--- src/design/asfr_pkg.sv ---
// Shared types and constants for the appliance status frame receiver.
// No dependencies.
package asfr_pkg;

   localparam logic [7:0] START_BYTE       = 8'h81;
   localparam logic [7:0] NO_KETTLE_STATUS = 8'hFF;
   localparam logic [7:0] NO_WATER_TARGET  = 8'h64;
   localparam logic [7:0] NO_WATER_CURRENT = 8'h55;
   localparam logic [7:0] MODE_BYTE_OFF    = 8'h00;
   localparam logic [7:0] MODE_BYTE_HEAT   = 8'h01;

   localparam logic [7:0] CUR_BOIL_A = 8'h3B;
   localparam logic [7:0] CUR_BOIL_B = 8'h7B;
   localparam logic [7:0] CUR_WARM_A = 8'h63;
   localparam logic [7:0] CUR_WARM_B = 8'h3C;
   localparam logic [7:0] CUR_WARM_C = 8'h3D;

   localparam int SUM_W = 11;
   localparam int POS_W = 3;

   localparam logic [POS_W-1:0] POS_START    = 3'd0;
   localparam logic [POS_W-1:0] POS_STATUS   = 3'd1;
   localparam logic [POS_W-1:0] POS_MODE     = 3'd2;
   localparam logic [POS_W-1:0] POS_TARGET   = 3'd3;
   localparam logic [POS_W-1:0] POS_CURRENT  = 3'd4;
   localparam logic [POS_W-1:0] POS_PAD      = 3'd5;
   localparam logic [POS_W-1:0] POS_SUM_HIGH = 3'd6;
   localparam logic [POS_W-1:0] POS_SUM_LOW  = 3'd7;

   localparam logic [1:0] MODE_OFF  = 2'd0;
   localparam logic [1:0] MODE_BOIL = 2'd1;
   localparam logic [1:0] MODE_WARM = 2'd2;
   localparam logic [1:0] MODE_TEA  = 2'd3;

   typedef struct packed {
      logic       valid;
      logic       sum_ok;
      logic [7:0] status;
      logic [7:0] mode;
      logic [7:0] target;
      logic [7:0] current;
   } frame_type;

endpackage

--- src/design/asfr_collect.sv ---
// Byte collector: tracks frame position and running sum, holds a completed frame.
// Depends on asfr_pkg.
module asfr_collect (
   input  logic              clock,
   input  logic              reset,
   input  logic              accept,
   input  logic [7:0]        rx_byte,
   input  logic              frame_take,
   output asfr_pkg::frame_type frame
);
   import asfr_pkg::*;

   logic [POS_W-1:0] pos_ff, pos_in;
   logic [SUM_W-1:0] sum_ff, sum_in;
   logic [7:0]       status_ff, mode_ff, target_ff, current_ff, high_ff;
   frame_type        frame_ff, frame_in;

   always_comb begin
      pos_in   = pos_ff;
      sum_in   = sum_ff;
      frame_in = frame_ff;
      if (frame_take) begin
         frame_in.valid = 1'b0;
      end
      if (accept) begin
         case (pos_ff)
            POS_START: begin
               if (rx_byte == START_BYTE) begin
                  sum_in = SUM_W'(START_BYTE);
                  pos_in = POS_STATUS;
               end
            end
            POS_SUM_HIGH: pos_in = POS_SUM_LOW;
            POS_SUM_LOW: begin
               pos_in         = POS_START;
               frame_in.valid = 1'b1;
               frame_in.sum_ok = ({high_ff, rx_byte} == {5'd0, sum_ff});
               frame_in.status  = status_ff;
               frame_in.mode    = mode_ff;
               frame_in.target  = target_ff;
               frame_in.current = current_ff;
            end
            default: begin
               sum_in = sum_ff + SUM_W'(rx_byte);
               pos_in = pos_ff + 3'd1;
            end
         endcase
      end
   end

   always_ff @(posedge clock) begin
      if (reset) begin
         pos_ff   <= POS_START;
         sum_ff   <= '0;
         frame_ff <= '0;
      end else begin
         pos_ff   <= pos_in;
         sum_ff   <= sum_in;
         frame_ff <= frame_in;
      end
   end

   always_ff @(posedge clock) begin
      if (accept) begin
         case (pos_ff)
            POS_STATUS:   status_ff  <= rx_byte;
            POS_MODE:     mode_ff    <= rx_byte;
            POS_TARGET:   target_ff  <= rx_byte;
            POS_CURRENT:  current_ff <= rx_byte;
            POS_SUM_HIGH: high_ff    <= rx_byte;
            default: ;
         endcase
      end
   end

   assign frame = frame_ff;

endmodule

--- src/design/asfr_decode.sv ---
// Frame decoder and result register.
// Depends on asfr_pkg.
module asfr_decode (
   input  logic              clock,
   input  logic              reset,
   input  asfr_pkg::frame_type frame,
   input  logic              rsp_stall,
   output logic              frame_take,
   output logic              rsp_valid,
   output logic              rsp_checksum_error,
   output logic              rsp_no_kettle,
   output logic              rsp_no_water,
   output logic [1:0]        rsp_mode_class,
   output logic [7:0]        rsp_target_temp,
   output logic [7:0]        rsp_current_temp
);
   import asfr_pkg::*;

   logic       valid_ff, valid_in;
   logic       err_ff, err_in;
   logic       kettle_ff, kettle_in;
   logic       water_ff, water_in;
   logic [1:0] mode_ff, mode_in, heat_class;
   logic [7:0] target_ff, target_in, current_ff, current_in;

   assign frame_take = frame.valid && (!valid_ff || !rsp_stall);

   always_comb begin
      if (frame.current inside {CUR_BOIL_A, CUR_BOIL_B}) begin
         heat_class = MODE_BOIL;
      end else if (frame.current inside {CUR_WARM_A, CUR_WARM_B, CUR_WARM_C}) begin
         heat_class = MODE_WARM;
      end else begin
         heat_class = MODE_TEA;
      end

      err_in     = !frame.sum_ok;
      kettle_in  = 1'b0;
      water_in   = 1'b0;
      mode_in    = MODE_OFF;
      target_in  = '0;
      current_in = '0;
      if (frame.sum_ok) begin
         target_in  = frame.target;
         current_in = frame.current;
         if (frame.status == NO_KETTLE_STATUS) begin
            kettle_in = 1'b1;
            water_in  = (frame.target == NO_WATER_TARGET) &&
                        (frame.current == NO_WATER_CURRENT);
         end else begin
            case (frame.mode)
               MODE_BYTE_OFF:  mode_in = MODE_OFF;
               MODE_BYTE_HEAT: mode_in = heat_class;
               default:        mode_in = MODE_TEA;
            endcase
         end
      end

      valid_in = valid_ff && rsp_stall;
      if (frame_take) begin
         valid_in = 1'b1;
      end
   end

   always_ff @(posedge clock) begin
      if (reset) begin
         valid_ff <= 1'b0;
      end else begin
         valid_ff <= valid_in;
      end
   end

   always_ff @(posedge clock) begin
      if (frame_take) begin
         err_ff     <= err_in;
         kettle_ff  <= kettle_in;
         water_ff   <= water_in;
         mode_ff    <= mode_in;
         target_ff  <= target_in;
         current_ff <= current_in;
      end
   end

   assign rsp_valid          = valid_ff;
   assign rsp_checksum_error = err_ff;
   assign rsp_no_kettle      = kettle_ff;
   assign rsp_no_water       = water_ff;
   assign rsp_mode_class     = mode_ff;
   assign rsp_target_temp    = target_ff;
   assign rsp_current_temp   = current_ff;

endmodule

--- src/design/appliance_status_frame_receiver.sv ---
// Top level of the appliance status frame receiver: collector plus decoder.
// Depends on asfr_pkg, asfr_collect and asfr_decode.
//
//   channel  direction  payload                                    handshake
//   req      in         rx_byte                                    req_valid / req_stall
//   rsp      out        checksum_error, no_kettle, no_water,       rsp_valid / rsp_stall
//                       mode_class, target_temp, current_temp
//
// One byte per cycle while req_stall is low.
// A finished frame sits in the frame register, then the result register.
// req_stall rises only when both hold a result and rsp_stall is high.
// Synchronous reset clears the frame position and both valid flags.
module appliance_status_frame_receiver (
   input  logic       clock,
   input  logic       reset,
   input  logic       req_valid,
   output logic       req_stall,
   input  logic [7:0] req_rx_byte,
   output logic       rsp_valid,
   input  logic       rsp_stall,
   output logic       rsp_checksum_error,
   output logic       rsp_no_kettle,
   output logic       rsp_no_water,
   output logic [1:0] rsp_mode_class,
   output logic [7:0] rsp_target_temp,
   output logic [7:0] rsp_current_temp
);
   import asfr_pkg::*;

   frame_type frame;
   logic      frame_take;
   logic      accept;

   assign req_stall = frame.valid && !frame_take;
   assign accept    = req_valid && !req_stall;

   asfr_collect u_collect (
      .clock      (clock),
      .reset      (reset),
      .accept     (accept),
      .rx_byte    (req_rx_byte),
      .frame_take (frame_take),
      .frame      (frame)
   );

   asfr_decode u_decode (
      .clock              (clock),
      .reset              (reset),
      .frame              (frame),
      .rsp_stall          (rsp_stall),
      .frame_take         (frame_take),
      .rsp_valid          (rsp_valid),
      .rsp_checksum_error (rsp_checksum_error),
      .rsp_no_kettle      (rsp_no_kettle),
      .rsp_no_water       (rsp_no_water),
      .rsp_mode_class     (rsp_mode_class),
      .rsp_target_temp    (rsp_target_temp),
      .rsp_current_temp   (rsp_current_temp)
   );

endmodule
--- config.mk ---
export PLATFORM = sky130hd
export DESIGN_NAME = appliance_status_frame_receiver
export DESIGN_NICKNAME = d
export VERILOG_FILES = /design/src/design/asfr_pkg.sv /design/src/design/asfr_collect.sv /design/src/design/asfr_decode.sv /design/src/design/appliance_status_frame_receiver.sv
export SDC_FILE = /design/constraint.sdc
export NUM_CORES = 1
export LEC_CHECK = 0
export ABC_AREA = 1
export BUFFER_PORTS_ARGS = -buffer_cell sky130_fd_sc_hd__buf_2
export CORE_UTILIZATION = 55
export CTS_CLUSTER_DIAMETER = 80
export DETAILED_ROUTE_END_ITERATION = 16
export GPL_TIMING_DRIVEN = 0
export PLACE_DENSITY = 0.72
export SLEW_MARGIN = 15
export SYNTH_ARGS = -nofsm -noshare
export SYNTH_HDL_FRONTEND = slang
export SYNTH_SLANG_ARGS = --single-unit
--- constraint.sdc ---
create_clock -name clock -period 2.2 [get_ports clock]
set_input_delay 0.11 -clock clock [delete_from_list [all_inputs] [get_ports clock]]
set_output_delay 0.11 -clock clock [all_outputs]
set_load 0.01 [all_outputs]
Word level (Yosys, flattened, before mapping)
Cells that the tools add are included.

storage, ports and cells
  input bits = 12
  output and inout bits = 23
  register bits = 110
  logic and storage cells = 80

operators by class
  bitwise logic cells = 2
  reduce and logical (&&, ||, !) cells = 26
  add/sub/neg operators = 2
  mux-type cells = 12
  equal/unequal tests = 18

operators with widths
  cell                   count
  $mux W34               2
  $eq A8 B7 Y1 const B   4
  $eq A8 B6 Y1 const B   3
  $pmux W11 S2           1
  $eq A16 B11 Y1         1
  $eq A8 B8 Y1 const B   2
  $reduce_and A2 Y1      8
  $add A11 B8 Y11        1
  $mux W11               1
  $eq A3 B3 Y1 const B   3
  $pmux W3 S3            1
  $eq A8 B1 Y1 const B   1
  $logic_not A8 Y1       1
  $eq A3 B2 Y1 const B   2
  $logic_and A1 B1 Y1    5
  $logic_not A1 Y1       5
  $mux W1                4
  $pmux W2 S2            1
  $reduce_or A2 Y1       2
  $add A3 B1 Y3 const B  1
  $eq A3 B1 Y1 const B   1
  $logic_not A3 Y1       1
  $mux W3                1
  $reduce_and A3 Y1      1
  other kinds (6)        7

Logic depth before layout (Yosys ltp)
Gate-level depths: netlist of run 1.

  depth in word-level cells = 8
  depth in mapped cells = 11
  gate-level depth less buffers = 11

Cells and area by module
From an unflattened synthesis of run 1, not the netlist that was laid out.

second synthesis, totals
  cell total of the unflattened synthesis = 508
  area total of the unflattened synthesis = 4720.8 um2

by module, submodules not included
  module                           cells each  area an instance (um2)  times used  seq. area each (um2)
  asfr_collect                     391         3671.0                  1           2162.1
  asfr_decode                      112         1026.0                  1           650.6
  appliance_status_frame_receiver  5           23.8                    1           0.0

Worst setup path after synthesis of run 1
No wires, ideal clock.

  path type = reg-to-reg
  start = register u_decode.valid_ff (netlist: u_decode.rsp_valid)
  end = register u_decode.err_ff (netlist: u_decode.rsp_checksum_error), enable pin
  clock period less this slack = 1862 ps
  required time = 1794 ps
  setup time = 406 ps
  arrival time = 1456 ps
  cell stages (with the launch flop) = 2
  buffers on the path = 0
  path slack = 338 ps
  path through = dfxtp_1 a21oi_1

on the way
  longest elaborated chain between the ends = 3

RTL lines
  what                    line                                   RTL
  from (decl)             asfr_decode.sv:19                      logic valid_ff, valid_in;
  from (signal assigned)  asfr_decode.sv:69                      valid_ff <= valid_in;
  $logic_not A1 Y1        asfr_decode.sv:26                      assign frame_take = frame.valid && (!valid_ff || !rsp_stall);
  $logic_or A1 B1 Y1      asfr_decode.sv:26
  $logic_and A1 B1 Y1     asfr_decode.sv:26
  net frame_take          appliance_status_frame_receiver.sv:31  logic frame_take;
  to (signal assigned)    asfr_decode.sv:75                      err_ff <= err_in;
  to (decl)               asfr_decode.sv:20                      logic err_ff, err_in;

The timed path passes the listed nets, and every way through them passes these cells.
A chain may end at the register's enable or synchronous reset.

Final worst setup path of run 1
  start = register u_collect.sum_ff[0]
  end = register u_collect.sum_ff[10]

on the way
  longest elaborated chain between the ends = 2

RTL lines
  what                    line                RTL
  from (decl)             asfr_collect.sv:14  logic [SUM_W-1:0] sum_ff, sum_in;
  from (signal assigned)  asfr_collect.sv:58  sum_ff <= sum_in;
  $add A11 B8 Y11         asfr_collect.sv:44  sum_in = sum_ff + SUM_W'(rx_byte);
  $pmux W11 S2            asfr_collect.sv:26  case (pos_ff)

No other way between the ends.

==> results of run 1 <==
[cell families after synthesis]
| logic type | count (synthesis) | share of synthesized area, % |
|---|---|---|
| adder cells (fa/ha/maj) | 15 | 4.20 |
| AO/OA/AOI/OAI | 85 | 9.26 |
| flip-flops | 110 | 60.5 |
| buffers and inverters | 95 | 8.00 |
| XOR/XNOR | 1 | 0.189 |
| AND/OR/NAND/NOR | 184 | 17.8 |
[cell type report]
class | instances | area [µm²] | area share [%]
plain buffers | 12 | 57.6 | 1.12
clock buffers | 10 | 128 | 2.48
clock inverters | 6 | 52.6 | 1.02
inverters | 83 | 314 | 6.10
multi-input cells | 285 | 1470 | 28.6
flip-flops and latches | 110 | 2810 | 54.6
well taps | 105 | 131 | 2.55
repair buffers | 35 | 181 | 3.52
[power breakdown]
| group | internal, µW | switching [µW] | leakage [µW] |
|---|---|---|---|
| Clock | 433 | 681 | 0.0000907 |
| Sequential | 2180 | 13.0 | 0.000959 |
| Combinational | 77.5 | 175 | 0.00110 |
| Total | 2690 | 869 | 0.00215 |
[layout by cell type (no fill, tap or decap), types with 5 or more instances in the layout]
cell type,netlist,final
a21oi_1,44,43
buf_2,3,37
clkbuf_1,6,7
clkbuf_8,0,9
dfxtp_1,49,49
edfxtp_1,61,61
ha_1,14,14
inv_1,78,78
nand2_1,87,87
nand3_1,22,22
nand4_1,5,5
nor2_1,42,42
nor3_1,7,6
nor4_1,9,9
o21ai_0,36,36
[worst min-delay path: cells and delay by family]
| kind | cells | cell delay (ps) |
|---|---|---|
| compound gates | 1 | 50 |
| buf+inv | 1 | 120 |
| simple gates | 1 | 60 |
[through the flow]
stage / area, µm² / power (µW) / instances
6_report: 5150 / 3560 / 646
5_1_grt: 5150 / 3710 / 646
4_1_cts: 5140 / 3580 / 646
3_5_place_dp: 4960 / 2500 / 630
3_3_place_gp: 4950 / 2490 / 629
2_1_floorplan: 4650 / 2410 / 490
[flip-flops by register name (all words and copies together) (netlist names)]
| register | flops |
|---|---|
| u_decode.rsp_no_water | 1 |
| u_collect.high_ff | 8 |
| u_collect.target_ff | 8 |
| u_decode.rsp_target_temp | 8 |
| u_decode.rsp_mode_class | 2 |
| u_decode.rsp_current_temp | 8 |
| u_decode.rsp_no_kettle | 1 |
| u_collect.mode_ff | 8 |
| u_decode.rsp_checksum_error | 1 |
| u_collect.frame | 34 |
| u_collect.pos_ff | 3 |
| u_decode.rsp_valid | 1 |
| u_collect.current_ff | 8 |
| u_collect.status_ff | 8 |
| u_collect.sum_ff | 11 |
[layer usage]
metal,up-vias,GRT usage [%]
li1,1709,-
met1,1486,27.4
met2,75,39.8
met3,20,3.16
met4,0,12.3
met5,-,0
[worst paths after layout]
check,from,endpoint,slack (ps),cells after the start
setup / recovery,u_collect.sum_ff[0],u_collect.sum_ff[10],380,11
hold / removal,rsp_stall,u_decode.rsp_valid,20,3
setup reg to reg,u_collect.sum_ff[0],u_collect.sum_ff[10],380,11
hold reg to reg,u_collect.frame[29],u_collect.frame[29],460,2
==> reports/results.ini, run 1 <==
[synth]
ys_ff_latch=110
synth_nets=517
syn_area_um2=4650
synth-main-ff-cell=edfxtp_1
synth_top_area_cell=edfxtp_1
synth_most_common_cell=nand2_1
netlist_top_cells_area=edfxtp_1 (39%), dfxtp_1 (21%), nand2_1 (7.0%), inv_1 (6.3%), a21oi_1 (4.7%)
synth_edf_count=61
synthArstFlopShare_pct=0
avgSynthCellArea_um2=9.48
yosysWarnings=0
synth_common_cells=nand2_1 (87), inv_1 (78), edfxtp_1 (61)
synth_cell_types=32
netlist.area_leader.share_pct=39.4
syn_inst=490
ys_seq_area_share_pct=60.5

[drt]
num_vias=3290
first_iter_violations=123
first_pass_iters=4
route.met3.wl_um=336
drt_wl_total_um=8920
wl_met2_um=4480
ant_nets=0
drc=0
m1WireLength_um=3800
viasPerCell=5.09
top_layer_used=met4
post_drt_wl_per_cell_um=13.8

[flow_run]
cap_violations=0

[global_route]
grt-ovfl-total=0
antenna_found_initial=0
grt_pass1_wl_um=15200
grt_max_degree=20
grt_use_total_pct=22.9
first_global_vias=3207

[placement]
dp_slack_ps=204
finalWeightedCongestion=0.883
portBuffers=34
dpl.hpwl_um=6600

[power]
power_leakage_uw=0.00215
powerDensity_nw_per_um2=692
ir_drop_uv=362

[worst_setup_path]
crit_chain=ha_1, inv_1, fa_1, nor2_1, nand2_1, inv_1, nand3_1, nand3_1, nand3_1, nand2_1, nor2_1
slowest_delay_ps=370
worstPathRequired_ps=2460
crit_buf_inv=2
cp_max_fo=3
critical_path_arrival_ps=2080
startpoint_type=flip-flop
worstSetupPathType=flip-flop to flip-flop
crit_top_cell=nand3_1
cp_slowest_cell=fa_1
cp_top_family=simple AND/OR/NAND/NOR gates
crit_path_end_kind=flip-flop

[floorplan]
initial_core_util_pct=56.6
rows=33
die_w_um=93.9
die_area_um2=8820
io_pins=35
coreArea_um2=8220
dieHeight_um=93.9

[clock_tree]
clockBufferDepth=2
htree_levels=3
cts_resized=0
clock-sinks=110
cts_tree=done
cts_buffers=9
cts-hold-fix-buffers=0
clk_pin_slew_ps=100
root_buffer=clkbuf_8
post_cts_buffers=0
insertion_delay_ps=370

[timing]
rsz0062_at_grt=no
holdWs_ps=22.3
clock_skew_ps=12.0
final-setup-viol-count=0
post-route-period-util_pct=82.6
finalHoldViolCount=0
relSlewSlack_pct=48.9
timing.final.ws_setup_ps=382
fin_tns_setup_ps=0
tightest_slew_ps=764
fmax_mhz=550
min_period_ps=1820
final-max-slew-violation-count=0

[layout]
area_delta_synth_final_pct=10.8
layout-drive-gt1-share_pct=13.5
fin_util_pct=62.7
fillers=746
nets=563
antenna_cells=0

[outcome]
status=finished, final reports clean

[min_path]
min-delay-path-class=primary input to flip-flop

Note: power is estimated with default switching activity, not from simulation.
==> run 2: changes to the inputs <==
--- a/config.mk
+++ b/config.mk
@@ -7,11 +7,11 @@
 export LEC_CHECK = 0
 export ABC_AREA = 1
 export BUFFER_PORTS_ARGS = -buffer_cell sky130_fd_sc_hd__buf_2
-export CORE_UTILIZATION = 55
+export CORE_UTILIZATION = 54
 export CTS_CLUSTER_DIAMETER = 80
 export DETAILED_ROUTE_END_ITERATION = 16
 export GPL_TIMING_DRIVEN = 0
-export PLACE_DENSITY = 0.72
+export PLACE_DENSITY = 0.74
 export SLEW_MARGIN = 15
 export SYNTH_ARGS = -nofsm -noshare
 export SYNTH_HDL_FRONTEND = slang
==> constraint.sdc (replaced) <==
create_clock -name clock -period 1.6 [get_ports clock]
set_input_delay 0.08 -clock clock [delete_from_list [all_inputs] [get_ports clock]]
set_output_delay 0.08 -clock clock [all_outputs]
set_load 0.01 [all_outputs]
==> reports/results.ini, run 2 (synthesis gave the netlist of run 1 again) <==
[global_route]
antenna_found_initial=0  ; unchanged
grt_max_degree=22  ; was 20
grt_pass1_wl_um=15900  ; was 15,200 µm
grt_use_total_pct=23.5  ; was 22.9%
first_global_vias=3336  ; was 3,207
grt-ovfl-total=0  ; unchanged

[worst_setup_path]
r2r_cells=11  ; unchanged
cp_max_fo=3  ; unchanged
crit_start=u_collect.sum_ff[0]  ; unchanged
worstPathRequired_ps=1850  ; was 2460 ps
rrSetupSlack_ps=-60  ; was 380 ps
crit_path_end_kind=flip-flop  ; unchanged
r2r-start=u_collect.sum_ff[0]  ; unchanged
r2r_end=u_collect.sum_ff[6]  ; was u_collect.sum_ff[10]
startpoint_type=flip-flop  ; unchanged
crit_path_end=u_collect.sum_ff[6]  ; was u_collect.sum_ff[10]
worstSetupPathType=flip-flop to flip-flop  ; unchanged
critical_path_arrival_ps=1920  ; was 2080 ps

[drt]
post_drt_wl_per_cell_um=15.3  ; was 13.8 µm
first_iter_violations=179  ; was 123
ant_nets=0  ; unchanged
drc=0  ; unchanged
num_vias=3451  ; was 3,290
viasPerCell=5.26  ; was 5.09
first_pass_iters=4  ; unchanged
drt_wl_total_um=10000  ; was 8920 µm

[power]
power_leakage_uw=0.00223  ; was 0.00215 µW
powerDensity_nw_per_um2=963  ; was 692 nW/µm²
total_power_uw=5260  ; was 3560 µW
ir_drop_uv=677  ; was 362 µV

[floorplan]
rows=33  ; unchanged
io_pins=35  ; unchanged
die_area_um2=8980  ; was 8820 µm²
coreArea_um2=8260  ; was 8220 µm²
die_w_um=94.8  ; was 93.9 µm
dieHeight_um=94.8  ; was 93.9 µm
initial_core_util_pct=56.3  ; was 56.6%

[clock_tree]
clockBufferDepth=2  ; unchanged
root_buffer=clkbuf_8  ; unchanged
clk_pin_slew_ps=120  ; was 100 ps
cts_tree=done  ; unchanged
insertion_delay_ps=380  ; was 370 ps
clock-sinks=110  ; unchanged
htree_levels=3  ; unchanged
cts_buffers=9  ; unchanged

[timing]
finalHoldViolCount=0  ; unchanged
relSlewSlack_pct=57.6  ; was 48.9%
final-max-slew-violation-count=0  ; unchanged
tightest_slew_ps=634  ; was 764 ps
final-setup-viol-count=3  ; was 0
min_period_ps=1660  ; was 1820 ps
fmax_mhz=601  ; was 550 MHz
rsz0062_at_grt=yes  ; was no
clock_skew_ps=12.1  ; was 12.0 ps
post-route-period-util_pct=104  ; was 82.6%
timing.final.ws_setup_ps=-64.9  ; was 382 ps

[placement]
dpl.cell_count=629  ; was 630
portBuffers=34  ; unchanged
dpl.hpwl_um=6580  ; was 6600 µm
post_dp_cell_area_um2=4960  ; about the same
finalWeightedCongestion=0.844  ; was 0.883
dp_slack_ps=-261  ; was 204 ps

[layout]
fin_util_pct=66.2  ; was 62.7%
area_delta_synth_final_pct=17.6  ; was 10.8%
nets=573  ; was 563
layout-drive-gt1-share_pct=22.0  ; was 13.5%
final_common_cell=nand2_1  ; unchanged
mostFrequentLayoutCells=nand2_1 (81), inv_1 (73), edfxtp_1 (61), dfxtp_1 (44), a21oi_1 (42)  ; was nand2_1 (87), inv_1 (78), edfxtp_1 (61), dfxtp_1 (49), a21oi_1 (43)
instances_no_fill=656  ; was 646
fin_area_um2=5470  ; was 5150 µm²
largest_register_ff_count=34  ; unchanged
antenna_cells=0  ; unchanged

[flow_run]
cap_violations=0  ; unchanged

[outcome]
status=complete, but fails checks  ; was finished, final reports clean
violations=negative setup slack

[min_path]
min-delay-path-class=primary input to flip-flop  ; unchanged

## run 2: cell types whose count changed in the layout (fill, tap and decap cells not counted), sizes merged
cell	change
clkinv	-1
buf	+8
inv	-1
bufinv	+1
clkinvlp	+2
dlygate4sd3	+1
clkbuf	-1
nor2	+1
## run 2: critical path: stages (launching register included)
cell     delay (ps)
dfxtp_2         370
ha_4            140
inv_2            40
fa_2            370
nor2_4          160
nand2_4          90
inv_4            70
nand2_2          50
nand2_1          70
nand2_1          60
nand3_1          70
a21oi_1          60
## run 2: layout make-up
cell class                      count  area [µm²]
Tap cell                          105         131
Clock buffer                        9         124
Buffer                             12        57.6
Multi-Input combinational cell    286        1660
Timing Repair Buffer               44         251
Fill cell                         679        2790
Sequential cell                   110        2820
Clock inverter                      7        91.3
Inverter                           83         324
## run 2: per-layer routing
metal  GRT usage, %  wire, µm  vias to the layer above  part of all wire, %
li1               -         -                     1725                    -
met1           28.2      4130                     1597                   41
met2           42.4      5050                      101                   50
met3           3.14       549                       28                  5.5
met4           9.72       273                        0                  2.7
met5              0         0                        -                    0
## run 2: stage by stage
stage	hold slack, ps	setup TNS, ps
2_1_floorplan	179	0
3_5_place_dp	373	-2680
4_1_cts	32.3	-112
6_report	31.4	-143
3_3_place_gp	358	-1590
5_1_grt	34.1	-604
## run 2: worst min path at each step
stage	start	endpoint	slack (ps)	cells past startpoint
3_5_place_dp	rsp_stall	u_decode.rsp_valid	370	3
2_1_floorplan	req_rx_byte[0]	u_collect.current_ff[0]	180	0
6_report	req_rx_byte[7]	u_collect.target_ff[7]	30	1
5_1_grt	req_rx_byte[6]	u_collect.current_ff[6]	30	1
4_1_cts	req_rx_byte[7]	u_collect.current_ff[7]	30	1
3_3_place_gp	rsp_stall	u_decode.rsp_valid	360	3
## run 2: what timing repair did
action / CTS / global route
gates resized for setup: 18 / 43
gates cloned: 0 / 1
hold buffers: 1 / 0
endpoints found under the hold margin: 1 / 0
buffers inserted: 7 / 2
endpoints found under the setup margin: 89 / 76
pin swaps: 6 / 16
## run 2: report_power, final
| part | switching, µW | total [µW] | internal [µW] |
|---|---|---|---|
| Clock | 1030 | 1780 | 759 |
| Combinational | 296 | 450 | 154 |
| Sequential | 25.2 | 3030 | 3000 |
| Total | 1350 | 5260 | 3920 |
==> run 3: changes to the inputs <==
--- a/config.mk
+++ b/config.mk
@@ -11,6 +11,7 @@
 export CTS_CLUSTER_DIAMETER = 80
 export DETAILED_ROUTE_END_ITERATION = 16
 export GPL_TIMING_DRIVEN = 0
+export MAX_ROUTING_LAYER = met4
 export PLACE_DENSITY = 0.74
 export SLEW_MARGIN = 15
 export SYNTH_ARGS = -nofsm -noshare
==> reports/results.ini, run 3 (synthesis gave the netlist of run 1 again) <==
[outcome]
status=complete, but fails checks  ; unchanged
violations=negative setup slack  ; unchanged

[timing]
relSlewSlack_pct=57.9  ; was 57.6%
fmax_mhz=625  ; was 601 MHz
rsz0062_at_grt=yes  ; unchanged
min_period_ps=1600  ; was 1660 ps
final-setup-viol-count=2  ; was 3
post-route-period-util_pct=100  ; was 104%
timing.final.ws_setup_ps=-0.899  ; was -64.9 ps
finalHoldViolCount=0  ; unchanged
final-max-slew-violation-count=0  ; unchanged
tightest_slew_ps=630  ; was 634 ps
clock_skew_ps=17.4  ; was 12.1 ps

[power]
powerDensity_nw_per_um2=933  ; was 963 nW/µm²
ir_drop_uv=670  ; was 677 µV
power_leakage_uw=0.00223  ; about the same

[floorplan]
coreArea_um2=8260  ; unchanged
dieHeight_um=94.8  ; unchanged
die_w_um=94.8  ; unchanged
rows=33  ; unchanged
die_area_um2=8980  ; unchanged
io_pins=35  ; unchanged
initial_core_util_pct=56.3  ; unchanged

[clock_tree]
cts_buffers=9  ; unchanged
clk_pin_slew_ps=110  ; was 120 ps
clock-sinks=110  ; unchanged
insertion_delay_ps=380  ; about the same
htree_levels=3  ; unchanged
root_buffer=clkbuf_8  ; unchanged
clockBufferDepth=2  ; unchanged
cts_tree=done  ; unchanged

[drt]
first_iter_violations=193  ; was 179
viasPerCell=5.21  ; was 5.26
drc=0  ; unchanged
drt_wl_total_um=9390  ; was 10,000 µm
ant_nets=0  ; unchanged
num_vias=3422  ; was 3,451
first_pass_iters=5  ; was 4
post_drt_wl_per_cell_um=14.3  ; was 15.3 µm

[worst_setup_path]
startpoint_type=flip-flop  ; unchanged
critical_path_arrival_ps=1880  ; was 1920 ps
cp_max_fo=3  ; unchanged
worstPathRequired_ps=1880  ; was 1850 ps
crit_path_end_kind=flip-flop  ; unchanged
worstSetupPathType=flip-flop to flip-flop  ; unchanged

[global_route]
grt_pass1_wl_um=15000  ; was 15,900 µm
grt_max_degree=22  ; unchanged
antenna_found_initial=0  ; unchanged
first_global_vias=3064  ; was 3,336
grt-ovfl-total=0  ; unchanged
grt_use_total_pct=23.2  ; was 23.5%

[layout]
fillers=661  ; was 679
mostFrequentLayoutCells=nand2_1 (85), inv_1 (72), edfxtp_1 (61), dfxtp_1 (45), a21oi_1 (41)  ; was nand2_1 (81), inv_1 (73), edfxtp_1 (61), dfxtp_1 (44), a21oi_1 (42)
layout-drive-gt1-share_pct=21.9  ; was 22.0%
nets=574  ; was 573
final_common_cell=nand2_1  ; unchanged
antenna_cells=0  ; unchanged
largest_register_ff_count=34  ; unchanged
instances_no_fill=657  ; was 656
area_delta_synth_final_pct=17.5  ; was 17.6%

[flow_run]
cap_violations=0  ; unchanged

[placement]
portBuffers=34  ; unchanged
dp_slack_ps=-216  ; was -261 ps
finalWeightedCongestion=0.855  ; was 0.844
dpl.cell_count=629  ; unchanged
dpl.hpwl_um=6400  ; was 6580 µm

[min_path]
min-delay-path-class=primary input to flip-flop  ; unchanged

[run 3: timing repair]
action                                 CTS  global route
endpoints found under the hold margin    1             0
setup endpoints to repair               91            84
hold buffers                             1             0
setup buffers                            4             6
resized for setup                       14            51
gates cloned                             1             0
pin swaps                                3            14
[run 3: worst paths after layout]
path / startpoint / end / slack [ps] / cells after the start
worst max-delay path: u_collect.sum_ff[0] / u_collect.sum_ff[10] / -0.9 / 11
worst min-delay path: req_rx_byte[2] / u_collect.status_ff[2] / 50 / 1
worst min register to register: u_collect.frame[29] / u_collect.frame[29] / 460 / 2
worst max register to register: u_collect.sum_ff[0] / u_collect.sum_ff[10] / -0.9 / 11
[run 3: worst max-delay path, stage by stage, from the launching register on]
cell and delay [ps]:
dfxtp_2 360, ha_4 140, inv_2 40, fa_2 380, nor2_4 140, nand2_2 80, inv_2 70, nand3_2 60
nand3_2 90, nand3_2 70, nand2_1 70, nor2_1 30
[run 3: metrics by stage]
step	total power (µW)	TNS [ps]	utilization (%)	cell area, µm²	hold slack (ps)
global placement	3430	-1710	60.0	4960	356
finish	5090	-1.05	66.1	5460	51.4
global route	5290	-398	66.1	5460	33.0
CTS	5050	-446	63.5	5240	22.6
detailed placement	3430	-2080	60.0	4960	373
floorplan	3310	0	-	4660	179
[run 3: per-layer routing]
metal / up-vias / global-route usage, % / share of wire [%]
met5: - / - / 0
met4: 0 / 7.20 / 1.4
met3: 15 / 4.35 / 5.8
met2: 94 / 36.2 / 50
met1: 1586 / 30.8 / 43
li1: 1727 / - / -
[run 3: layout make-up]
cell class              count  area (µm²)  share of cell area (%)
inverters                  83         319                    5.84
clock buffers               9         124                    2.27
flip-flops and latches    110        2820                    51.6
clock inverters             7        76.3                    1.40
repair buffers             45         259                    4.74
multi-input cells         286        1670                    30.6
plain buffers              12        57.6                    1.05
well taps                 105         131                    2.41
[run 3: where the power goes]
group	internal, µW	switching (µW)
combinational	159	281
clock	614	1010
sequential	3010	25.0
total	3780	1320
